## src/rtl/ptw_pkg.sv

```systemverilog
// Package for the four-level page table walker: payload structs, level
// codes, physical address masks and constants. No dependencies.
package ptw_pkg;

    localparam int PHYS_TOP_BIT = 51;
    localparam int VA_W         = 48;
    localparam int RD_ADDR_W    = 52;
    localparam int IDX_W        = 9;

    localparam logic [63:0] PHYS_MASK = 64'((65'd1 << (PHYS_TOP_BIT + 1)) - 65'd1);
    localparam logic [63:0] FRAME_4K_MASK = PHYS_MASK & ~64'h0000_0000_0000_0FFF;
    localparam logic [63:0] FRAME_2M_MASK = PHYS_MASK & ~64'h0000_0000_001F_FFFF;
    localparam logic [63:0] FRAME_1G_MASK = PHYS_MASK & ~64'h0000_0000_3FFF_FFFF;
    localparam logic [63:0] ALL_ONES      = 64'hFFFF_FFFF_FFFF_FFFF;

    localparam logic CMD_START = 1'b0;
    localparam logic CMD_ENTRY = 1'b1;

    localparam logic KIND_READ = 1'b0;
    localparam logic KIND_DONE = 1'b1;

    localparam logic [1:0] PAGE_4K      = 2'd0;
    localparam logic [1:0] PAGE_2M      = 2'd1;
    localparam logic [1:0] PAGE_1G      = 2'd2;
    localparam logic [1:0] PAGE_UNPAGED = 2'd3;

    typedef enum logic [2:0] {
        LVL_IDLE = 3'd0,
        LVL_1    = 3'd1,
        LVL_2    = 3'd2,
        LVL_3    = 3'd3,
        LVL_4    = 3'd4
    } t_walk_level;

    typedef struct packed {
        logic        cmd;
        logic [63:0] root_table;
        logic [63:0] virt_addr;
        logic        use_snapshot;
        logic [63:0] entry_data;
        logic        read_failed;
    } t_ptw_in;

    typedef struct packed {
        logic                 kind;
        logic [RD_ADDR_W-1:0] read_addr;
        logic                 rd_snap;
        logic [63:0]          xlat_addr;
        logic                 fault;
        logic [1:0]           page_kind;
    } t_ptw_out;

    typedef struct packed {
        logic        res_valid;
        logic        latch_start;
        t_walk_level level;
        t_ptw_out    res;
    } t_ptw_step;

endpackage

```

## src/rtl/four_level_page_table_walker_top.sv

```systemverilog
// Top level of the four-level page table walker: input register, walk
// state, step logic and result register. Depends on ptw_pkg and ptw_step.
//
//   channel | direction | payload    | handshake
//   in      | input     | t_ptw_in   | i_in_valid / o_in_stall
//   out     | output    | t_ptw_out  | o_out_valid / i_out_stall
//   cfg     | input     | paging bit | i_cfg_we / i_cfg_wdata
//
// One transaction per cycle while the output is not stalled.
// The input register feeds the step logic, which loads the result register.
// Reset clears the walk level, the mode bit and both valid flags.
// A stalled output holds the input register when its item yields a result,
// and stall reaches the input only when that register is full.
module four_level_page_table_walker_top import ptw_pkg::*; (
    input  logic     i_clk,
    input  logic     i_rst_n,
    input  logic     i_cfg_we,
    input  logic     i_cfg_wdata,
    input  logic     i_in_valid,
    output logic     o_in_stall,
    input  t_ptw_in  i_in_data,
    output logic     o_out_valid,
    input  logic     i_out_stall,
    output t_ptw_out o_out_data
);

    logic            r_paging_mode;
    t_walk_level     r_level;
    logic [VA_W-1:0] r_saved_va;
    logic            r_saved_snap;
    logic            r_in_valid;
    t_ptw_in         r_in;
    logic            r_out_valid;
    t_ptw_out        r_out;

    t_ptw_step       step;
    logic            out_ready;
    logic            proc;
    logic            in_take;
    logic            n_out_valid;

    ptw_step u_step (
        .i_level       (r_level),
        .i_saved_va    (r_saved_va),
        .i_saved_snap  (r_saved_snap),
        .i_paging_mode (r_paging_mode),
        .i_item        (r_in),
        .o_step        (step)
    );

    assign out_ready  = !r_out_valid || !i_out_stall;
    assign proc       = r_in_valid && (!step.res_valid || out_ready);
    assign o_in_stall = r_in_valid && !proc;
    assign in_take    = i_in_valid && !o_in_stall;

    always_comb begin
        n_out_valid = r_out_valid && i_out_stall;
        if (proc && step.res_valid) begin
            n_out_valid = 1'b1;
        end
    end

    always_ff @(posedge i_clk) begin
        if (!i_rst_n) begin
            r_paging_mode <= 1'b0;
            r_level       <= LVL_IDLE;
            r_saved_va    <= '0;
            r_saved_snap  <= 1'b0;
            r_in_valid    <= 1'b0;
            r_out_valid   <= 1'b0;
        end else begin
            if (i_cfg_we) begin
                r_paging_mode <= i_cfg_wdata;
            end
            if (proc) begin
                r_level <= step.level;
                if (step.latch_start) begin
                    r_saved_va   <= r_in.virt_addr[VA_W-1:0];
                    r_saved_snap <= r_in.use_snapshot;
                end
            end
            if (in_take) begin
                r_in_valid <= 1'b1;
            end else if (proc) begin
                r_in_valid <= 1'b0;
            end
            r_out_valid <= n_out_valid;
        end
    end

    always_ff @(posedge i_clk) begin
        if (in_take) begin
            r_in <= i_in_data;
        end
        if (proc && step.res_valid) begin
            r_out <= step.res;
        end
    end

    assign o_out_valid = r_out_valid;
    assign o_out_data  = r_out;

endmodule

```

## src/rtl/ptw_step.sv

```systemverilog
// One walk step: next level and result for one transaction at the current
// level. Depends on ptw_pkg.
module ptw_step import ptw_pkg::*; (
    input  t_walk_level       i_level,
    input  logic [VA_W-1:0]   i_saved_va,
    input  logic              i_saved_snap,
    input  logic              i_paging_mode,
    input  t_ptw_in           i_item,
    output t_ptw_step         o_step
);

    logic [63:0]      entry;
    logic             present;
    logic             big_page;
    logic [VA_W-1:0]  new_va;
    t_walk_level      n_level;
    logic             n_latch_start;
    logic             step_valid;
    t_ptw_out         step_res;

    assign entry    = i_item.read_failed ? 64'd0 : i_item.entry_data;
    assign present  = entry[0];
    assign big_page = entry[7];
    assign new_va   = i_item.virt_addr[VA_W-1:0];

    function automatic t_ptw_out read_req(input logic [63:0] base,
                                          input logic [IDX_W-1:0] idx,
                                          input logic snap);
        t_ptw_out r;
        logic [63:0] sum;
        sum = base + 64'({idx, 3'b000});
        r = '0;
        r.kind = KIND_READ;
        r.read_addr = sum[RD_ADDR_W-1:0];
        r.rd_snap = snap;
        return r;
    endfunction

    function automatic t_ptw_out done(input logic [63:0] phys, input logic flt,
                                      input logic [1:0] pk);
        t_ptw_out r;
        r = '0;
        r.kind = KIND_DONE;
        r.xlat_addr = phys;
        r.fault = flt;
        r.page_kind = pk;
        return r;
    endfunction

    // next state
    always_comb begin
        n_level = i_level;
        n_latch_start = 1'b0;
        if (i_item.cmd == CMD_START) begin
            n_latch_start = i_paging_mode;
            n_level = i_paging_mode ? LVL_4 : LVL_IDLE;
        end else if (i_level != LVL_IDLE) begin
            if (!present) begin
                n_level = LVL_IDLE;
            end else begin
                unique case (i_level)
                    LVL_4: n_level = LVL_3;
                    LVL_3: n_level = big_page ? LVL_IDLE : LVL_2;
                    LVL_2: n_level = big_page ? LVL_IDLE : LVL_1;
                    default: n_level = LVL_IDLE;
                endcase
            end
        end
    end

    // outputs
    always_comb begin
        step_valid = 1'b1;
        step_res = '0;
        if (i_item.cmd == CMD_START) begin
            if (i_paging_mode) begin
                step_res = read_req(i_item.root_table & FRAME_4K_MASK,
                                    new_va[47:39], i_item.use_snapshot);
            end else begin
                step_res = done({32'd0, i_item.virt_addr[31:0]}, 1'b0, PAGE_UNPAGED);
            end
        end else if (i_level == LVL_IDLE) begin
            step_valid = 1'b0;
        end else if (!present) begin
            step_res = done(ALL_ONES, 1'b1, PAGE_4K);
        end else begin
            unique case (i_level)
                LVL_4: step_res = read_req(entry & FRAME_4K_MASK, i_saved_va[38:30],
                                           i_saved_snap);
                LVL_3: begin
                    if (big_page) begin
                        step_res = done((entry & FRAME_1G_MASK)
                                        | 64'(i_saved_va[29:0]), 1'b0, PAGE_1G);
                    end else begin
                        step_res = read_req(entry & FRAME_4K_MASK, i_saved_va[29:21],
                                            i_saved_snap);
                    end
                end
                LVL_2: begin
                    if (big_page) begin
                        step_res = done((entry & FRAME_2M_MASK)
                                        | 64'(i_saved_va[20:0]), 1'b0, PAGE_2M);
                    end else begin
                        step_res = read_req(entry & FRAME_4K_MASK, i_saved_va[20:12],
                                            i_saved_snap);
                    end
                end
                default: step_res = done((entry & FRAME_4K_MASK)
                                         | 64'(i_saved_va[11:0]), 1'b0, PAGE_4K);
            endcase
        end
    end

    assign o_step = '{res_valid: step_valid, latch_start: n_latch_start,
                      level: n_level, res: step_res};

endmodule

```

## config.mk

```make
export PLATFORM = sky130hd
export DESIGN_NAME = four_level_page_table_walker_top
export DESIGN_NICKNAME = d
export VERILOG_FILES = /design/src/rtl/ptw_pkg.sv /design/src/rtl/four_level_page_table_walker_top.sv /design/src/rtl/ptw_step.sv
export SDC_FILE = /design/constraint.sdc
export NUM_CORES = 1
export LEC_CHECK = 0
export ABC_AREA = 0
export ABC_CLOCK_PERIOD_IN_PS = 10000
export BUFFER_PORTS_ARGS = -buffer_cell sky130_fd_sc_hd__buf_2
export CELL_PAD_IN_SITES_DETAIL_PLACEMENT = 1
export CELL_PAD_IN_SITES_GLOBAL_PLACEMENT = 1
export CORE_MARGIN = 2
export CORE_UTILIZATION = 41
export CTS_CLUSTER_SIZE = 12
export DETAILED_ROUTE_END_ITERATION = 6
export GPL_ROUTABILITY_DRIVEN = 0
export GPL_TIMING_DRIVEN = 0
export PLACE_DENSITY_LB_ADDON = 0.1
export SLEW_MARGIN = 30
export SYNTH_ARGS = -nofsm -noshare
export SYNTH_HDL_FRONTEND = slang
export SYNTH_SLANG_ARGS = --single-unit
export TNS_END_PERCENT = 30
```

## constraint.sdc

```tcl
create_clock -name i_clk -period 10 [get_ports i_clk]
set_input_delay 1 -clock i_clk [delete_from_list [all_inputs] [get_ports i_clk]]
set_output_delay 1 -clock i_clk [all_outputs]
set_load 0.02 [all_outputs]
```

==> impl_metrics.yaml, run 1 <==
cells_and_area:
  nFillCells: 2905
  nets: 1338
  seq_area_um2: 8098
  layout-drive-gt1-share: 0.3092
  multi_input_area_um2: 2741
  syn_to_final_growth_pct: 26.69
  final_cells: 1547
sta:
  clock-skew-final_ns: 0.01070
  slew_violations: 0
  finalSetupViolCount: 0
  fmax_ghz: 0.3184
  fin_crit_sh: 0.3140
  hold_slack_ns: 0.4824
  hold_violations: 0
  period_needed_ns: 3.140
  rsz0062_at_grt: "no"
  tns_ns: 0
  tightest_slew_ns: 0.9300
  fin_ws_ns: 6.860
  slew_headroom: 0.3787
power:
  p_per_area_nw_per_um2: 180.2
  power_switching_share: 0.2165
  p_int_uw: 2040
  p_sw_uw: 563.5
  combPwrFrac: 0.064
  ir_worst_vdd_mv: 0.1092
  p_clk_frac: 0.413
  p_leak_uw: 0.005299
  p_seq_frac: 0.523
yosys:
  yosysUniqueCellTypes: 47
  async_flop_share: 0
  yosysMostFrequentCell: "edfxtp_1"
  yosys.area.top_type: "edfxtp_1"
  ys_seq_elements: 285
  synth_enable_flop_cells: 239
  postSynthCellCount: 833
  synth.top_cell.area_share: 0.6296
  yosysWarnings: 0
  synth_ff_type: "edfxtp_1"
  synthTopCellsByCount: "239 x edfxtp_1, 59 x nand2_1, 52 x nand3_1, 46 x dfxtp_1, 44 x clkbuf_1"
  syn_avg_cell_area_um2: 13.69
  netlist_area_um2: 11400
  seq_area_frac_synth: 0.7104
  synth_area_leaders: "edfxtp_1 63%, dfxtp_1 8.1%, o31ai_1 2.8%"
critical_path:
  path_class: "reg -> out"
  crit_path_max_fanout: 10
  crit_required_ns: 9.00
  cp.arrival_ns: 2.14
  start_kind: "flip-flop"
  endpoint_kind: "output port"
routing:
  drtIter0Drc: 544
  ant_nets: 0
  via_per_inst: 5.292
  vias: 8186
  drtPass1Iterations: 5
  finalWirelength_mm: 32.91
  drc_errors: 0
  wl_per_cell_um: 21.28
clock_tree:
  htree_levels: 1
  cts_tree: "built"
  clkLatencyLatePin_ns: 0.55
  cts_buffers: 30
  cts.sinks: 285
  cts_resized: 0
  holdBufCountCts: 0
  cts_root_buf: "clkbuf_16"
  cts.reportedPaths.clkPinSlew_ns: 0.06
  postCtsSetupRepairBufs: 0
  cts_buffer_depth: 3
place:
  preCtsSetupSlack_ns: 7.007
  dp_hpwl_mm: 23.67
  placed_cells: 1483
  io_buffers: 257
grt:
  grt_max_degree: 25
  grt_use_total: 0.2222
  grt-ovfl-total: 0
  antenna_found_initial: 7
  grt_pass1_vias: 8284
  grt_pass1_wl_mm: 49.00
floorplan:
  pin_count: 324
  rows: 61
  core_um2: 27550
  die_y_um: 170.7
  start_util: 0.4137
  die_w_um: 170.7
  dieArea_um2: 29150
worst_hold_path:
  min_path_type: "reg -> reg"
run_status:
  outcome: "complete, no violations"
job:
  cap_violations: 0
[layout make-up]
type | instances | area share
repair buffers | 270 | 0.1095
diodes | 8 | 0.001386
clock buffers | 50 | 0.06004
multi-input cells | 421 | 0.1898
inverters | 42 | 0.01092
plain buffers | 87 | 0.02972
well taps | 378 | 0.03275
clock inverters | 6 | 0.005198
flip-flops and latches | 285 | 0.5607
[cells by family (layout without fill, tap and decap cells)]
family / count (synthesis) / after routing / synth area share
buffers and inverters: 129 / 455 / 0.05148
AOI/OAI and AO/OA: 250 / 250 / 0.1561
muxes: 2 / 2 / 0.001756
and+or+nand+nor: 166 / 166 / 0.08001
DFF: 285 / 285 / 0.7103
other: 1 / 11 / 0.0003290
[sequential cells by signal (all words and copies together) (netlist names)]
| name | cells |
|---|---|
| r_in | 133 |
| o_out_data | 106 |
| r_saved_va | 39 |
| r_level | 3 |
| o_out_valid | 1 |
| r_in_valid | 1 |
| r_paging_mode | 1 |
| r_saved_snap | 1 |
[through the flow]
stage | power [uW] | util | cell area (um^2)
6_report | 2603 | 0.5242 | 14440
5_1_grt | 2692 | 0.5238 | 14430
3_5_place_dp | 1554 | 0.4893 | 13480
3_3_place_gp | 1549 | 0.4779 | 13170
2_1_floorplan | 1469 | - | 11410
4_1_cts | 2631 | 0.5235 | 14420
[routing by layer]
layer | GRT usage | share of wire
met5 | 0 | 0
met4 | 0.07023 | 0.028
met3 | 0.03817 | 0.065
met2 | 0.3876 | 0.51
met1 | 0.2820 | 0.40
[cell usage in the layout (no fill, tap or decap), drive strengths merged, types with 3 or more instances in the layout]
cell,n
inv,41
a31oi,13
a221o,23
and3b,12
nand4,7
nor2b,8
a32oi,6
conb,3
clkbuf,94
clkinv,5
nor4bb,4
diode,8
a21boi,42
nand2,59
o211ai,10
o21ai,42
nand2b,4
edfxtp,239
o31ai,43
a41oi,9
dfxtp,46
a21oi,32
nand3,52
buf,313
a22oi,3
nand4b,9
a211oi,20
[critical path, cell delays in order, from the launching register on]
cell and delay (ns):
dfxtp_1 0.31, buf_4 0.18, buf_4 0.17, nor3_1 0.45, a21oi_1 0.26, buf_2 0.22
[power by group through the flow]
stage          registers (uW)  logic, uW  clock network [uW]
6_report                 1360        167                1080
3_5_place_dp             1390        168                   0
5_1_grt                  1360        182                1150
3_3_place_gp             1400        151                   0
4_1_cts                  1360        169                1100
2_1_floorplan            1400       64.7                   0
[worst paths after layout]
kind / startpoint / to / slack (ns) / cells after the start
min reg2reg: r_saved_va[2] / r_saved_va[2] / 0.48 / 2
max reg2reg: r_level[1] / r_in[147] / 7.05 / 9
max: r_level[1] / o_in_stall / 6.86 / 5
min: r_saved_va[2] / r_saved_va[2] / 0.48 / 2
Power figures use the tool's default switching activity.
==> inputs of run 2 (changes only) <==
--- a/config.mk
+++ b/config.mk
@@ -6,7 +6,7 @@
 export NUM_CORES = 1
 export LEC_CHECK = 0
 export ABC_AREA = 0
-export ABC_CLOCK_PERIOD_IN_PS = 10000
+export ABC_CLOCK_PERIOD_IN_PS = 3000
 export BUFFER_PORTS_ARGS = -buffer_cell sky130_fd_sc_hd__buf_2
 export CELL_PAD_IN_SITES_DETAIL_PLACEMENT = 1
 export CELL_PAD_IN_SITES_GLOBAL_PLACEMENT = 1
==> constraint.sdc (replaced) <==
create_clock -name i_clk -period 3 [get_ports i_clk]
set_input_delay 0.3 -clock i_clk [delete_from_list [all_inputs] [get_ports i_clk]]
set_output_delay 0.3 -clock i_clk [all_outputs]
set_load 0.02 [all_outputs]
==> impl_metrics.yaml, run 2 (synthesized netlist as in run 1, its figures left out) <==
clock_tree:
  clkLatencyLatePin_ns: 0.55
  cts_buffers: 31
  cts_buffer_depth: 3
  htree_levels: 1
  cts_tree: "built"
  cts.reportedPaths.clkPinSlew_ns: 0.06
  cts.sinks: 285
  cts_root_buf: "clkbuf_16"
  cts_resized: 0
grt:
  grt_use_total: 0.2349
  grt_pass1_wl_mm: 52.06
  antenna_found_initial: 1
  grt-ovfl-total: 0
  grt_pass1_vias: 9040
  grt_max_degree: 26
cells_and_area:
  nets: 1471
  syn_to_final_growth_pct: 38.26
  largest_register: "r_in"
  post-route-cell-area_um2: 15760
  layout-drive-gt1-share: 0.2841
  nFillCells: 2828
  seq_area_um2: 8099
  final_common_cell: "buf_2"
  largest_reg_flops: 133
  mostFrequentLayoutCells: "281 x buf_2, 239 x edfxtp_1, 134 x dlygate4sd3_1"
  multi_input_area_um2: 2764
routing:
  top_layer: "met4"
  wl_per_cell_um: 20.83
  ant_nets: 0
  vias: 8672
  met1_length_mm: 14.39
  route.met2.wl_mm: 17.96
  drtPass1Iterations: 5
  drtIter0Drc: 510
  route.met3.wl_mm: 1.864
  finalWirelength_mm: 34.82
  drc_errors: 0
  via_per_inst: 5.187
floorplan:
  die_w_um: 170.7
  core_um2: 27550
  pin_count: 324
  start_util: 0.4137
  die_y_um: 170.7
  dieArea_um2: 29150
  rows: 61
sta:
  slew_headroom: 0.4416
  rsz0062_at_grt: "no"
  fin_crit_sh: 0.8117
  clock-skew-final_ns: 0.01679
  hold_violations: 0
  slew_violations: 0
  period_needed_ns: 2.435
  finalSetupViolCount: 0
  fmax_ghz: 0.4107
  tightest_slew_ns: 0.8359
  hold_slack_ns: 0.05673
critical_path:
  start_kind: "flip-flop"
  endpoint_kind: "flip-flop"
  path_class: "reg -> reg"
  cp.arrival_ns: 2.69
  crit_path_max_fanout: 23
  reg2reg_setup_slack_ns: 0.57
  crit_required_ns: 3.26
power:
  ir_worst_vdd_mv: 0.3835
  p_per_area_nw_per_um2: 558.8
  p_leak_uw: 0.005858
place:
  dpl-instance-area_um2: 13480
  dp_hpwl_mm: 23.58
  io_buffers: 257
job:
  cap_violations: 0
worst_hold_path:
  min_path_type: "in -> reg"
run_status:
  outcome: "complete, no violations"
## run 2: cell types whose count changed in the layout (fill, tap and decap cells not counted), sizes merged
cell         delta
dlygate4sd3   +134
clkbuf         -11
clkinv          +8
diode           -6
buf             -2
clkinvlp        +1
inv             +1
## run 2: routing by layer
layer  global-route usage  up-vias
met2               0.4256      260
met1               0.2957     4311
li1                     -     4062
met4              0.05723        0
met5                    0        -
met3              0.03400       39
## run 2: timing repair
action	4_1_cts	5_1_grt
endpoints found under the setup margin	0	0
hold endpoints to repair	134	0
hold buffers	134	0
buffers inserted	0	0
## run 2: layout make-up
type | count | area share
antenna | 2 | 0.0003175
buffer | 87 | 0.02818
clock buffer | 39 | 0.05112
clock inverter | 16 | 0.008415
inverter | 42 | 0.01000
multi-input combinational | 421 | 0.1754
sequential | 285 | 0.5139
tap | 378 | 0.03001
timing repair buffer | 402 | 0.1827
## run 2: final timing paths
path              depth (start not counted)      startpoint              to
setup / recovery                          7       r_in[194]        r_in[36]
hold / removal                            3     i_cfg_wdata   r_paging_mode
setup reg to reg                          7       r_in[194]        r_in[36]
hold reg to reg                           2  r_saved_va[37]  r_saved_va[37]
## run 2: report_power, final
part | switching [uW] | internal, uW | total, uW
logic | 380 | 323 | 703
clock network | 1510 | 2060 | 3570
registers | 70.3 | 4460 | 4540
## run 2: through the flow
stage                     setup slack (ns)  std cells  setup TNS, ns  total power [uW]  utilization
final                               0.5650       1672              0              8808       0.5720
after global routing                0.4020       1671              0              9093       0.5720
after CTS                           0.5576       1670              0              8873       0.5719
after detailed placement            0.5694       1481              0              5176       0.4891
after global placement              -1.437       1470        -307.22              5135       0.4800
after floorplan                    -0.3396        835         -45.17              4880            -
## run 2: critical path, stage by stage (launching register included)
cell and delay [ns]:
edfxtp_1 0.36, buf_2 0.24, clkbuf_2 0.31, a21oi_4 0.11, nor2b_4 0.46, buf_16 0.24, buf_16 0.19, buf_16 0.18
